==> src/hw/rtl/erxc_pkg.sv <==
// Shared types, constants and verdict codes for the Ethernet receive classifier.
package erxc_pkg;

	localparam int unsigned QueueDepth = 2;

	localparam logic [15:0] EtypeArp  = 16'h0806;
	localparam logic [15:0] EtypeIpv4 = 16'h0800;
	localparam logic [7:0]  ProtoTcp  = 8'd6;
	localparam logic [7:0]  ProtoUdp  = 8'd17;

	localparam logic [4:0] VerdictUdpOk      = 5'd0;
	localparam logic [4:0] VerdictArpOk      = 5'd1;
	localparam logic [4:0] VerdictEthShort   = 5'd2;
	localparam logic [4:0] VerdictEtype      = 5'd3;
	localparam logic [4:0] VerdictArpShort   = 5'd4;
	localparam logic [4:0] VerdictArpHw      = 5'd5;
	localparam logic [4:0] VerdictArpProto   = 5'd6;
	localparam logic [4:0] VerdictArpBody    = 5'd7;
	localparam logic [4:0] VerdictArpOp      = 5'd8;
	localparam logic [4:0] VerdictIpShort    = 5'd9;
	localparam logic [4:0] VerdictIpTotLen   = 5'd10;
	localparam logic [4:0] VerdictIpHdrLen   = 5'd11;
	localparam logic [4:0] VerdictIpVersion  = 5'd12;
	localparam logic [4:0] VerdictIpFrag     = 5'd13;
	localparam logic [4:0] VerdictIpDst      = 5'd14;
	localparam logic [4:0] VerdictIpCsum     = 5'd15;
	localparam logic [4:0] VerdictTcp        = 5'd16;
	localparam logic [4:0] VerdictProto      = 5'd17;
	localparam logic [4:0] VerdictUdpLen     = 5'd18;
	localparam logic [4:0] VerdictUdpCsum    = 5'd19;

	localparam logic [1:0] CfgLocalAddr  = 2'd0;
	localparam logic [1:0] CfgIpOffload  = 2'd1;
	localparam logic [1:0] CfgUdpOffload = 2'd2;

	typedef struct packed {
		logic [16:0] len;
		logic        ip_good;
		logic        udp_good;
		logic [63:0] eth_hdr;
		logic [47:0] eth_src;
		logic [63:0] hdr_word0;
		logic [7:0]  proto;
		logic [47:0] arp_mac0;
		logic [47:0] arp_mac1;
		logic [31:0] addr0;
		logic [31:0] addr1;
		logic [63:0] udp_hdr;
	} frame_t;

	typedef struct packed {
		logic [31:0] local_addr;
		logic        ip_offload;
		logic        udp_offload;
	} cfg_t;

endpackage

==> src/hw/rtl/erxc_front.sv <==
// Byte counter and header capture; hands a frame snapshot to the queue on the last byte.
module erxc_front (
	input  logic                 clk,
	input  logic                 arst_n,
	input  logic                 in_valid,
	output logic                 in_stall,
	input  logic [7:0]           data_byte,
	input  logic                 last_byte,
	input  logic                 ip_checksum_good,
	input  logic                 udp_checksum_good,
	input  logic                 q_full,
	output logic                 push,
	output erxc_pkg::frame_t     push_data
);
	import erxc_pkg::*;

	logic [15:0] cnt_q;
	logic [63:0] eth_hdr_q, eth_hdr_d;
	logic [47:0] eth_src_q, eth_src_d;
	logic [63:0] word0_q, word0_d;
	logic [7:0]  proto_q, proto_d;
	logic [47:0] mac0_q, mac0_d;
	logic [47:0] mac1_q, mac1_d;
	logic [31:0] addr0_q, addr0_d;
	logic [31:0] addr1_q, addr1_d;
	logic [63:0] udp_q, udp_d;
	logic [3:0]  ihl;
	logic [15:0] ustart;
	logic        is_arp;
	logic        accept;

	assign in_stall = q_full;
	assign accept   = in_valid && !in_stall;
	assign is_arp   = (eth_hdr_q[15:0] == EtypeArp);
	assign ihl      = (cnt_q == 16'd14) ? data_byte[3:0] : word0_q[59:56];
	assign ustart   = 16'd14 + {10'd0, ihl, 2'b00};

	always_comb begin
		eth_hdr_d = eth_hdr_q;
		eth_src_d = eth_src_q;
		word0_d   = word0_q;
		proto_d   = proto_q;
		mac0_d    = mac0_q;
		mac1_d    = mac1_q;
		addr0_d   = addr0_q;
		addr1_d   = addr1_q;
		udp_d     = udp_q;
		for (int k = 0; k < 8; k++) begin
			if (cnt_q == ((k < 6) ? 16'(k) : 16'(k + 6)))
				eth_hdr_d[63 - 8 * k -: 8] = data_byte;
			if (cnt_q == 16'(14 + k))
				word0_d[63 - 8 * k -: 8] = data_byte;
			if (cnt_q >= 16'd14 && cnt_q == ustart + 16'(k))
				udp_d[63 - 8 * k -: 8] = data_byte;
		end
		for (int k = 0; k < 6; k++) begin
			if (cnt_q == 16'(6 + k))
				eth_src_d[47 - 8 * k -: 8] = data_byte;
			if (cnt_q == 16'(22 + k))
				mac0_d[47 - 8 * k -: 8] = data_byte;
			if (cnt_q == 16'(32 + k))
				mac1_d[47 - 8 * k -: 8] = data_byte;
		end
		for (int k = 0; k < 4; k++) begin
			if (cnt_q == (is_arp ? 16'(28 + k) : 16'(26 + k)))
				addr0_d[31 - 8 * k -: 8] = data_byte;
			if (cnt_q == (is_arp ? 16'(38 + k) : 16'(30 + k)))
				addr1_d[31 - 8 * k -: 8] = data_byte;
		end
		if (cnt_q == 16'd23)
			proto_d = data_byte;
	end

	always_ff @(posedge clk or negedge arst_n) begin
		if (!arst_n) begin
			cnt_q     <= '0;
			eth_hdr_q <= '0;
			eth_src_q <= '0;
			word0_q   <= '0;
			proto_q   <= '0;
			mac0_q    <= '0;
			mac1_q    <= '0;
			addr0_q   <= '0;
			addr1_q   <= '0;
			udp_q     <= '0;
		end else if (accept) begin
			eth_hdr_q <= eth_hdr_d;
			eth_src_q <= eth_src_d;
			word0_q   <= word0_d;
			proto_q   <= proto_d;
			mac0_q    <= mac0_d;
			mac1_q    <= mac1_d;
			addr0_q   <= addr0_d;
			addr1_q   <= addr1_d;
			udp_q     <= udp_d;
			if (last_byte)
				cnt_q <= '0;
			else if (cnt_q != 16'hFFFF)
				cnt_q <= cnt_q + 16'd1;
		end
	end

	assign push = accept && last_byte;

	always_comb begin
		push_data.len       = {1'b0, cnt_q} + 17'd1;
		push_data.ip_good   = ip_checksum_good;
		push_data.udp_good  = udp_checksum_good;
		push_data.eth_hdr   = eth_hdr_d;
		push_data.eth_src   = eth_src_d;
		push_data.hdr_word0 = word0_d;
		push_data.proto     = proto_d;
		push_data.arp_mac0  = mac0_d;
		push_data.arp_mac1  = mac1_d;
		push_data.addr0     = addr0_d;
		push_data.addr1     = addr1_d;
		push_data.udp_hdr   = udp_d;
	end

endmodule

==> src/hw/rtl/erxc_queue.sv <==
// Small FIFO of frame snapshots between the capture front and the classifier back.
module erxc_queue #(
	parameter int unsigned DEPTH = erxc_pkg::QueueDepth
) (
	input  logic             clk,
	input  logic             arst_n,
	input  logic             push,
	input  erxc_pkg::frame_t push_data,
	input  logic             pop,
	output erxc_pkg::frame_t head,
	output logic             full,
	output logic             not_empty
);
	import erxc_pkg::*;

	localparam int unsigned AW = (DEPTH > 1) ? $clog2(DEPTH) : 1;
	localparam int unsigned CW = $clog2(DEPTH + 1);

	frame_t         mem_q [DEPTH];
	logic [AW-1:0]  wr_ptr_q, rd_ptr_q;
	logic [CW-1:0]  count_q;

	assign full      = (count_q == CW'(DEPTH));
	assign not_empty = (count_q != '0);
	assign head      = mem_q[rd_ptr_q];

	always_ff @(posedge clk) begin
		if (push)
			mem_q[wr_ptr_q] <= push_data;
	end

	always_ff @(posedge clk or negedge arst_n) begin
		if (!arst_n) begin
			wr_ptr_q <= '0;
			rd_ptr_q <= '0;
			count_q  <= '0;
		end else begin
			if (push)
				wr_ptr_q <= (wr_ptr_q == AW'(DEPTH - 1)) ? '0 : wr_ptr_q + AW'(1);
			if (pop)
				rd_ptr_q <= (rd_ptr_q == AW'(DEPTH - 1)) ? '0 : rd_ptr_q + AW'(1);
			if (push && !pop)
				count_q <= count_q + CW'(1);
			else if (pop && !push)
				count_q <= count_q - CW'(1);
		end
	end

endmodule

==> src/hw/rtl/erxc_back.sv <==
// Frame checks in priority order and the registered result stage.
module erxc_back (
	input  logic             clk,
	input  logic             arst_n,
	input  erxc_pkg::cfg_t   cfg,
	input  erxc_pkg::frame_t head,
	input  logic             not_empty,
	output logic             pop,
	output logic             out_valid,
	input  logic             out_stall,
	output logic [4:0]       verdict,
	output logic [47:0]      dst_mac,
	output logic [47:0]      src_mac,
	output logic [15:0]      ethertype,
	output logic [31:0]      src_ip,
	output logic [31:0]      dst_ip,
	output logic [15:0]      net_type,
	output logic [15:0]      udp_src_port,
	output logic [15:0]      udp_dst_port,
	output logic [15:0]      payload_offset,
	output logic [15:0]      payload_length
);
	import erxc_pkg::*;

	logic [15:0] et;
	logic [16:0] rem;
	logic [63:0] a;
	logic [15:0] tot;
	logic [5:0]  hlen;
	logic [15:0] urem;
	logic [15:0] ulen;
	logic [15:0] frag;
	logic [4:0]  v;
	logic        out_valid_q;

	assign et   = head.eth_hdr[15:0];
	assign rem  = head.len - 17'd14;
	assign a    = head.hdr_word0;
	assign tot  = a[47:32];
	assign hlen = {a[59:56], 2'b00};
	assign urem = tot - {10'd0, hlen};
	assign ulen = head.udp_hdr[31:16];
	assign frag = a[15:0];

	always_comb begin
		if (head.len < 17'd14)
			v = VerdictEthShort;
		else if (et == EtypeArp) begin
			if (rem < 17'd8)
				v = VerdictArpShort;
			else if (a[63:48] != 16'd1 || a[31:24] != 8'd6)
				v = VerdictArpHw;
			else if (a[47:32] != EtypeIpv4 || a[23:16] != 8'd4)
				v = VerdictArpProto;
			else if (rem < 17'd28)
				v = VerdictArpBody;
			else if (a[15:0] != 16'd1 && a[15:0] != 16'd2)
				v = VerdictArpOp;
			else
				v = VerdictArpOk;
		end else if (et != EtypeIpv4)
			v = VerdictEtype;
		else if (rem < 17'd20)
			v = VerdictIpShort;
		else if ({1'b0, tot} != rem)
			v = VerdictIpTotLen;
		else if ({10'd0, hlen} > tot)
			v = VerdictIpHdrLen;
		else if (a[63:60] != 4'd4)
			v = VerdictIpVersion;
		else if (frag[13] || frag[12:0] != 13'd0)
			v = VerdictIpFrag;
		else if (head.addr1 != cfg.local_addr)
			v = VerdictIpDst;
		else if (!cfg.ip_offload || !head.ip_good)
			v = VerdictIpCsum;
		else if (head.proto == ProtoTcp)
			v = VerdictTcp;
		else if (head.proto != ProtoUdp)
			v = VerdictProto;
		else if (urem < 16'd8 || ulen != urem)
			v = VerdictUdpLen;
		else if (!cfg.udp_offload || !head.udp_good)
			v = VerdictUdpCsum;
		else
			v = VerdictUdpOk;
	end

	assign pop       = not_empty && (!out_valid_q || !out_stall);
	assign out_valid = out_valid_q;

	always_ff @(posedge clk or negedge arst_n) begin
		if (!arst_n)
			out_valid_q <= 1'b0;
		else if (!out_valid_q || !out_stall)
			out_valid_q <= not_empty;
	end

	always_ff @(posedge clk) begin
		if (pop) begin
			verdict        <= v;
			dst_mac        <= '0;
			src_mac        <= '0;
			ethertype      <= '0;
			src_ip         <= '0;
			dst_ip         <= '0;
			net_type       <= '0;
			udp_src_port   <= '0;
			udp_dst_port   <= '0;
			payload_offset <= '0;
			payload_length <= '0;
			if (v == VerdictArpOk) begin
				dst_mac   <= head.arp_mac1;
				src_mac   <= head.arp_mac0;
				ethertype <= et;
				src_ip    <= head.addr0;
				dst_ip    <= head.addr1;
				net_type  <= a[15:0];
			end else if (v == VerdictUdpOk) begin
				dst_mac        <= head.eth_hdr[63:16];
				src_mac        <= head.eth_src;
				ethertype      <= et;
				src_ip         <= head.addr0;
				dst_ip         <= head.addr1;
				net_type       <= {8'd0, head.proto};
				udp_src_port   <= head.udp_hdr[63:48];
				udp_dst_port   <= head.udp_hdr[47:32];
				payload_offset <= 16'd22 + {10'd0, hlen};
				payload_length <= ulen - 16'd8;
			end
		end
	end

endmodule

==> src/hw/rtl/ethernet_ip_udp_arp_rx_classifier.sv <==
// Top level of the Ethernet/ARP/IPv4/UDP receive classifier.
// Frame bytes enter on the input channel (in_valid, in_stall), one transfer
// per byte starting at the destination MAC, with last_byte set on the final
// byte and the NIC checksum flags valid with it. One byte is taken per cycle
// while in_stall is low. Each frame gives exactly one result transfer on the
// output channel (out_valid, out_stall): a verdict plus the captured
// addresses, ports and payload position. Frame snapshots pass through a
// two-entry queue into the check stage and its registered result stage, so
// the next frame streams in while a result waits; in_stall rises only when
// the queue is full because the receiver has held out_stall.
// Configuration writes use cfg_valid and cfg_ready, which is always high;
// index 0 is the local IPv4 address, 1 and 2 the checksum offload enables.
// Reset clears the byte counter, the captured headers, the queue and the
// configuration. The byte counter saturates at 65535.
module ethernet_ip_udp_arp_rx_classifier #(
	parameter int unsigned QUEUE_DEPTH = erxc_pkg::QueueDepth
) (
	input  logic        clk,
	input  logic        arst_n,
	input  logic        in_valid,
	output logic        in_stall,
	input  logic [7:0]  data_byte,
	input  logic        last_byte,
	input  logic        ip_checksum_good,
	input  logic        udp_checksum_good,
	output logic        out_valid,
	input  logic        out_stall,
	output logic [4:0]  verdict,
	output logic [47:0] dst_mac,
	output logic [47:0] src_mac,
	output logic [15:0] ethertype,
	output logic [31:0] src_ip,
	output logic [31:0] dst_ip,
	output logic [15:0] net_type,
	output logic [15:0] udp_src_port,
	output logic [15:0] udp_dst_port,
	output logic [15:0] payload_offset,
	output logic [15:0] payload_length,
	input  logic        cfg_valid,
	output logic        cfg_ready,
	input  logic [1:0]  cfg_index,
	input  logic [31:0] cfg_data
);
	import erxc_pkg::*;

	cfg_t   cfg_q;
	frame_t push_data, head;
	logic   push, pop, q_full, q_not_empty;

	assign cfg_ready = 1'b1;

	always_ff @(posedge clk or negedge arst_n) begin
		if (!arst_n)
			cfg_q <= '0;
		else if (cfg_valid && cfg_ready) begin
			case (cfg_index)
				CfgLocalAddr:  cfg_q.local_addr  <= cfg_data;
				CfgIpOffload:  cfg_q.ip_offload  <= cfg_data[0];
				CfgUdpOffload: cfg_q.udp_offload <= cfg_data[0];
				default: ;
			endcase
		end
	end

	erxc_front u_front (
		.clk, .arst_n, .in_valid, .in_stall, .data_byte, .last_byte,
		.ip_checksum_good, .udp_checksum_good,
		.q_full, .push, .push_data
	);

	erxc_queue #(.DEPTH(QUEUE_DEPTH)) u_queue (
		.clk, .arst_n, .push, .push_data, .pop, .head,
		.full(q_full), .not_empty(q_not_empty)
	);

	erxc_back u_back (
		.clk, .arst_n, .cfg(cfg_q), .head, .not_empty(q_not_empty), .pop,
		.out_valid, .out_stall, .verdict, .dst_mac, .src_mac, .ethertype,
		.src_ip, .dst_ip, .net_type, .udp_src_port, .udp_dst_port,
		.payload_offset, .payload_length
	);

	a_verdict_range: assert property (@(posedge clk) disable iff (!arst_n)
		out_valid |-> verdict <= VerdictUdpCsum)
		else $error("verdict out of range");

	a_fail_zero: assert property (@(posedge clk) disable iff (!arst_n)
		out_valid && verdict > VerdictArpOk |->
		dst_mac == '0 && src_ip == '0 && udp_src_port == '0 && payload_offset == '0)
		else $error("rejected frame carries fields");

	a_arp_fields: assert property (@(posedge clk) disable iff (!arst_n)
		out_valid && verdict == VerdictArpOk |->
		ethertype == EtypeArp && payload_length == '0 && udp_dst_port == '0)
		else $error("ARP result inconsistent");

	a_pop_feeds_out: assert property (@(posedge clk) disable iff (!arst_n)
		pop |=> out_valid)
		else $error("popped frame not presented");

endmodule

==> config.mk <==
export PLATFORM = sky130hd
export DESIGN_NAME = ethernet_ip_udp_arp_rx_classifier
export DESIGN_NICKNAME = d
export VERILOG_FILES = /design/src/hw/rtl/erxc_pkg.sv /design/src/hw/rtl/erxc_front.sv /design/src/hw/rtl/erxc_queue.sv /design/src/hw/rtl/erxc_back.sv /design/src/hw/rtl/ethernet_ip_udp_arp_rx_classifier.sv
export SDC_FILE = /design/constraint.sdc
export NUM_CORES = 2
export LEC_CHECK = 0
export BUFFER_PORTS_ARGS = -buffer_cell sky130_fd_sc_hd__buf_2
export CORE_ASPECT_RATIO = 0.9
export CORE_UTILIZATION = 45
export CTS_BUF_LIST = sky130_fd_sc_hd__clkbuf_8
export DETAILED_ROUTE_END_ITERATION = 10
export GPL_TIMING_DRIVEN = 0
export SLEW_MARGIN = 10
export SYNTH_ARGS = -nofsm -noshare
export SYNTH_HDL_FRONTEND = slang
export SYNTH_SLANG_ARGS = --single-unit
==> constraint.sdc <==
create_clock -name clk -period 22 [get_ports clk]
set_input_delay 2.2 -clock clk [delete_from_list [all_inputs] [get_ports clk]]
set_output_delay 2.2 -clock clk [all_outputs]
set_load 0.005 [all_outputs]
# Word level (Yosys, flattened, before mapping)
# Memories as Yosys holds them, arrays and structs flattened.
# Cells that the tools add are included.
dict set report totals {
  register_bits 724
  mem_bits_rw 854
  input_bits 50
  output_inout_bits 264
  word_cells 265
  memories 1
}
dict set report op_classes {
  addsub 18
  order_cmp 7
  n_eq_ne 69
  n_mux 99
  bitwise_logic 1
  reduce_logical 42
}
# memory depth width rd rd_clocked_by_memory_dff wr line_no
set memory_table {}
lappend memory_table {u_queue.mem_q 2 427 1 0 1 erxc_queue.sv:19} ;# frame_t mem_q [DEPTH];
# cell count
set op_table {}
lappend op_table {{two-way mux 8 bit} 52}
lappend op_table {{== test 16 bit} 16}
lappend op_table {{== test 16 x 5 -> 1 bit (second input constant)} 12}
lappend op_table {{two-way mux 48 bit} 4}
lappend op_table {{== test 16 x 4 -> 1 bit (second input constant)} 8}
lappend op_table {{two-way mux 32 bit} 4}
lappend op_table {{== test 16 x 6 -> 1 bit (second input constant)} 6}
lappend op_table {{two-way mux 5 bit} 18}
lappend op_table {{two-way mux 16 bit} 5}
lappend op_table {{adder 16 x 3 -> 16 bit (second input constant)} 4}
lappend op_table {{== test 16 x 3 -> 1 bit (second input constant)} 4}
lappend op_table {{less-than comparator 17 x 4 -> 1 bit (second input constant)} 2}
lappend op_table {{less-than comparator 17 x 5 -> 1 bit (second input constant)} 2}
lappend op_table {{adder 16 x 1 -> 16 bit (second input constant)} 2}
lappend op_table {{adder 16 x 2 -> 16 bit (second input constant)} 2}
lappend op_table {{== test 16 x 12 -> 1 bit (second input constant)} 2}
lappend op_table {{== test 16 x 2 -> 1 bit (second input constant)} 2}
lappend op_table {{inequality test 16 x 1 -> 1 bit (second input constant)} 2}
lappend op_table {{inequality test 16 x 12 -> 1 bit (second input constant)} 2}
lappend op_table {{inequality test 32 bit} 1}
lappend op_table {{adder 16 x 1 -> 17 bit (second input constant)} 1}
lappend op_table {{inequality test 16 x 17 -> 1 bit} 1}
lappend op_table {{subtractor 17 x 4 -> 17 bit (second input constant)} 1}
lappend op_table {{== test 16 x 1 -> 1 bit (second input constant)} 1}
lappend op_table {{36 further kinds} 82}

# Depth between registers and ports, before layout
# An unclocked memory read counts as a cell.
dict set report depth {
  depth_word 20
  depth_mapped 28
  depth_no_buf 15
}

# By module
# Synthesis repeated with hierarchy kept, for this count alone.
dict set report hier_totals {
  cells_unflattened 4422
  hier_area_um2 69905.8
}
# module n_inst cells_each area_each_um2 seq_area_each_um2
set by_module_without_submodules {}
lappend by_module_without_submodules {erxc_queue 1 1345 33073.0 25744.7}
lappend by_module_without_submodules {erxc_front 1 1777 22132.5 10610.2}
lappend by_module_without_submodules {erxc_back 1 1224 13387.8 7562.3}
lappend by_module_without_submodules {ethernet_ip_udp_arp_rx_classifier 1 76 1312.5 850.8}

# Worst setup path after synthesis
# OpenSTA, ideal clock, no wires.
dict set report synth_path {
  path_kind {input -> register}
  from {input in_valid}
  to {memory u_queue.mem_q[0][100] in the netlist's numbering (enable)}
  setup_time_ns 1.195
  arrival_time_ns 19.727
  required_ns 20.805
  slack_ns 1.078
  stages 4
  path_buffers 1
  cell_sequence {and2_1 -> clkbuf_1 -> nand2_1 -> nor2_1}
}
dict set report synth_via {
  elab_chain_cells 4
}
# element line_no
set synth_lines {}
lappend synth_lines {{start: declaration} ethernet_ip_udp_arp_rx_classifier.sv:20} ;# input logic in_valid,
lappend synth_lines {{logical AND 1 bit} erxc_front.sv:33} ;# assign accept = in_valid && !in_stall;
lappend synth_lines {{logical AND 1 bit} erxc_front.sv:103} ;# assign push = accept && last_byte;
lappend synth_lines {{two-way mux 1 bit} erxc_queue.sv:28} ;# if (push)
lappend synth_lines {{two-way mux 1 bit (implied by the code)} erxc_queue.sv:29} ;# mem_q[wr_ptr_q] <= push_data;
lappend synth_lines {{end: declaration} erxc_queue.sv:19}
# Every way passes these cells.

# Worst setup path in the final report
dict set report layout_path {
  from {register u_queue.rd_ptr_q}
  to {register u_back.dst_mac[45], data pin}
}
dict set report layout_via {
  elab_chain_cells 20
  elab_cells_between_ends 56
  cone_classes {add/sub: 2; order compare: 6; eq/ne: 15; mux: 21; reduce/logical: 11; memory: 1}
}
# element line_no
set layout_lines {}
lappend layout_lines {{start: declaration} erxc_queue.sv:20} ;# logic [AW-1:0] wr_ptr_q, rd_ptr_q;
lappend layout_lines {{start signal: assignment} erxc_queue.sv:41} ;# rd_ptr_q <= (rd_ptr_q == AW'(DEPTH - 1)) ? '0 : rd_ptr_q + AW'(1);
lappend layout_lines {{memory (2 x 427 bit) *} --}
lappend layout_lines {{subtractor 16 x 6 -> 16 bit / logical NOT 1 bit (equally long branches)} {erxc_back.sv:41, erxc_back.sv:83}}
lappend layout_lines {{less-than comparator 16 x 4 -> 1 bit, or another cell as far along} erxc_back.sv:81} ;# else if (urem < 16'd8 || ulen != urem)
lappend layout_lines {{logical OR 1 bit / two-way mux 5 bit (equally long branches)} {erxc_back.sv:81, erxc_back.sv:83}}
lappend layout_lines {{two-way mux 5 bit} erxc_back.sv:81}
lappend layout_lines {{two-way mux 5 bit} erxc_back.sv:79} ;# else if (head.proto != ProtoUdp)
lappend layout_lines {{two-way mux 5 bit} erxc_back.sv:77} ;# else if (head.proto == ProtoTcp)
lappend layout_lines {{two-way mux 5 bit} erxc_back.sv:75} ;# else if (!cfg.ip_offload || !head.ip_good)
lappend layout_lines {{(+4 left out)} --}
lappend layout_lines {{two-way mux 5 bit} erxc_back.sv:65} ;# else if ({1'b0, tot} != rem)
lappend layout_lines {{two-way mux 5 bit} erxc_back.sv:63} ;# else if (rem < 17'd20)
lappend layout_lines {{two-way mux 5 bit} erxc_back.sv:61} ;# end else if (et != EtypeIpv4)
lappend layout_lines {{two-way mux 5 bit} erxc_back.sv:48} ;# else if (et == EtypeArp) begin
lappend layout_lines {{two-way mux 5 bit} erxc_back.sv:46} ;# if (head.len < 17'd14)
lappend layout_lines {{logical NOT 5 bit} erxc_back.sv:119} ;# end else if (v == VerdictUdpOk) begin
lappend layout_lines {{two-way mux 48 bit} erxc_back.sv:119}
lappend layout_lines {{two-way mux 48 bit *} erxc_back.sv:112} ;# if (v == VerdictArpOk) begin
lappend layout_lines {{end signal: assignment} erxc_back.sv:113} ;# dst_mac <= head.arp_mac1;
lappend layout_lines {{end signal: assignment} erxc_back.sv:120} ;# dst_mac <= head.eth_hdr[63:16];
lappend layout_lines {{end: declaration} erxc_back.sv:12} ;# output logic [47:0] dst_mac,
# Every way passes the cells marked *; elsewhere a longest branch is shown, timed or not.
# A chain may end at the register's enable or synchronous reset.

==> results.toml <==
[cts]
htree_num_levels = 4
cts_tree = "built"
post-cts-setup-buffer-count = 0
cts_buffer_depth = 3
numCtsBuffers = 239
clk_latency_ns = 1.00
cts_resized = 0
clkTransAtPathRegs_ns = 0.06
cts_hold_buf = 0
cts_sinks = 1520
root_buffer = "clkbuf_8"

[power_and_ir_drop]
power_density_nw_per_um2 = 110
max-vdd-ir-drop_mv = 0.100
leakage_uw = 0.0305

[worst_setup_path]
r2r_start = "u_queue.rd_ptr_q$_DFFE_PN0P_"
cp.arrival_ns = 11.21
required_ns = 22.68
r2r_end = "u_back.dst_mac[45]$_DFFE_PP_"
end_kind = "flop"
worst-path-buf-inv = 14
path_max_fanout = 10
crit_slowest_cell = "clkbuf_1"
reg2reg_slack_ns = 11.48
cp_cell_sequence = "buf_6 > buf_6 > buf_6 > buf_6 > buf_4 > buf_2 > buf_2 > buf_1 > clkbuf_2 > buf_1 > mux2_2 > ha_1 > a21oi_1 > mux2i_1 > or3_1 > clkbuf_1 > nor3_2 > clkbuf_1 > a21oi_1 > a32oi_1 > nand4_1 > buf_2 > buf_2 > a211oi_1"
cp_top_family = "buffers and inverters"
cpPeakStageDelay_ns = 0.94
r2r_cells = 24
cp-start-kind = "flop"
critical_path_class = "flop to flop"

[worst_hold_path]
min_path_cells = 2
min_from = "u_front.addr1_q[23]$_DFFE_PN0P_"
min_to = "u_front.addr1_q[23]$_DFFE_PN0P_"
hold_class = "flop to flop"

[routing]
drt_pass1_iterations = 6
drcViolationCount = 0
drt-initial-drc-count = 3734
num_vias = 40228
drt-wirelength-per-cell_um = 24.3
ant_nets = 0
drt-vias-per-instance = 5.47
wl_um = 178000

[synth]
synth_edf_count = 1073
synthAdderAreaFrac = 0.00305
yosys_most_used_dff = "edfxtp_1"
synth-async-reset-ratio = 0.294
syn_avg_cell_area_sq_um = 13.7
synthTopCellsByCount = "nand2_1 (1,074), edfxtp_1 (1,073), mux2_2 (478)"
synth.largest_area_cell = "edfxtp_1"
yosys_warnings = 0
yosysMostFrequentCell = "nand2_1"
synth-compound-area-share = 0.0397
synth_top_family_by_area = "multiplexers"
synth.area.top_cells = "edfxtp_1 (50%), dfrtp_1 (17%), mux2_2 (8.4%), nand2_1 (6.3%), mux2i_1 (3.8%)"
syn_area_sq_um = 63900
ys_types = 86
ys_ff_latch = 1520
synthSimpleGateAreaFrac = 0.111
synth_xor_area_frac = 0.0220
synth_top_cell_area_share = 0.504
yosysSeqAreaShare = 0.679
synthCells = 4675
synthMuxAreaShare = 0.123

[cells_and_area]
drive_gt1_frac = 0.228
fillers = 11949
final_util = 0.525
fin_nets = 5345
synthToLayoutAreaGrowth_pct = 15.1

[placement]
place.gp.congestion = 0.920
dpl.hpwl_um = 119000
port_buffers = 294

[floorplan]
fp.dieW_um = 399
die_h_um = 360
fp.coreArea_sq_um = 140000
initial_utilization = 0.456
dieArea_sq_um = 144000
boundaryPins = 314
num_rows = 130

[sta]
period_share = 0.478
worstMarginPinSlew_ns = 1.45
slew_viol_final = 0
rsz0062_at_grt = "false"
setup_viol = 0
maxSlewHeadroom = 0.0336
period_minus_slack_ns = 10.52
setup_tns_ns = 0
max_freq_ghz = 0.0950
finalHoldViolations = 0
finalClockSkew_ns = 0.0850

[run]
cap_viol_max_count = 0

[global_routing]
grt_pass1_wl_um = 262000
grt_usage = 0.248
grt.overflow.total = 0
grt_max_degree = 108
grt_pass1_vias = 39520
antenna_found_initial = 11

[status]
status = "finished, final reports clean"
==> logic make-up (layout without fill, tap and decap cells) <==
logic type	after synthesis	after routing
AND/OR/NAND/NOR	1622	1622
flip-flops	1520	1520
multiplexers	725	725
AO/OA/AOI/OAI	328	328
buffers and inverters	315	1100
XOR/XNOR	148	148
adder cells (fa/ha/maj)	15	15
other	2	43
==> tightest hold or removal path: stages (launching register included) <==
cell and delay (ns):
dfrtp_1 0.33, nand2_1 0.05, nand2_1 0.06
==> final cells by class <==
| cell class | count | area, sq um | share of cell area |
|---|---|---|---|
| sequential | 1520 | 43400 | 0.590 |
| multi-input combinational | 2875 | 19300 | 0.262 |
| clock buffer | 280 | 3850 | 0.0524 |
| tap | 1848 | 2310 | 0.0314 |
| timing repair buffer | 329 | 2280 | 0.0310 |
| buffer | 289 | 1300 | 0.0177 |
| clock inverter | 176 | 1030 | 0.0139 |
| inverter | 26 | 105 | 0.00143 |
| antenna | 6 | 15.0 | 0.000204 |
==> registers in the layout (all words and copies together) (netlist names), 48 cells and up <==
signal,cells
u_back.dst_mac,48
u_front.mac0_q,48
u_front.mac1_q,48
u_queue.mem_q,822
u_front.word0_q,64
u_front.eth_hdr_q,64
u_back.src_mac,48
u_front.eth_src_q,48
u_front.udp_q,48
==> placed cells by master, fill, tap and decap left out, types with 8 or more instances in the layout <==
cell and n:
o21ai_0 22, xnor2_1 93, nand4_1 23, xor2_1 47
clkinv_2 29, nand2_1 1074, buf_1 8, nand3_1 23
nor3b_1 12, nor3_1 86, clkbuf_1 199, ha_1 14
mux2_2 478, or3_1 9, a2111oi_0 99, buf_12 17
clkbuf_8 280, and3_1 14, nor4_1 36, a22o_1 14
inv_1 123, a211oi_1 100, clkinv_1 27, mux2i_1 244
nor4b_1 16, nor2b_1 103, nor2_1 155, buf_16 16
buf_6 15, dfrtp_1 447, edfxtp_1 1073, a21oi_1 31
buf_4 14, conb_1 37, buf_2 341, nand2b_1 12
o31ai_1 9, and2_1 13
==> worst max-delay path by stage <==
stage / to / cells after the start / from / slack, ns
final: u_back.dst_mac[45]$_DFFE_PP_ / 24 / u_queue.rd_ptr_q$_DFFE_PN0P_ / 11.48
after global routing: u_back.dst_mac[10]$_DFFE_PP_ / 25 / u_queue.rd_ptr_q$_DFFE_PN0P_ / 11.20
after CTS: u_back.dst_mac[39]$_DFFE_PP_ / 24 / u_queue.rd_ptr_q$_DFFE_PN0P_ / 11.55
after detailed placement: u_back.dst_mac[39]$_DFFE_PP_ / 24 / u_queue.rd_ptr_q$_DFFE_PN0P_ / 11.59
after global placement: u_queue.mem_q[0][307]$_DFFE_PP_ / 5 / in_valid / -12.01
after floorplan: u_queue.mem_q[0][100]$_DFFE_PP_ / 4 / in_valid / 1.08
==> through the flow <==
| step | worst slack [ns] | cells | power [uW] | hold WS [ns] | cell area [sq um] |
|---|---|---|---|---|---|
| after floorplan | 1.08 | 4710 | 5030 | 0.440 | 64100 |
| after global placement | -12.01 | 6852 | 5920 | 0.451 | 67800 |
| after detailed placement | 11.59 | 6887 | 5720 | 0.458 | 68700 |
| after CTS | 11.55 | 7343 | 8120 | 0.473 | 73600 |
| after global routing | 11.20 | 7347 | 8410 | 0.486 | 73600 |
| final | 11.48 | 7349 | 8070 | 0.468 | 73600 |
==> routing by layer <==
layer | global-route usage | vias to the layer above | routed length, um
met3 | 0.0413 | 271 | 11800
met1 | 0.365 | 20360 | 80700
met5 | 0 | - | 13
met4 | 0.0736 | 2 | 4460
met2 | 0.377 | 1432 | 81400
li1 | - | 18163 | -
==> power breakdown <==
part           total [uW]  switching [uW]  leakage [uW]  internal, uW
combinational        1950            1310        0.0113           645
sequential           3720             138        0.0163          3580
clock                2400            1160       0.00288          1240
total                8070            2610        0.0305          5460
No activity file was read; power rests on OpenSTA's default activity.
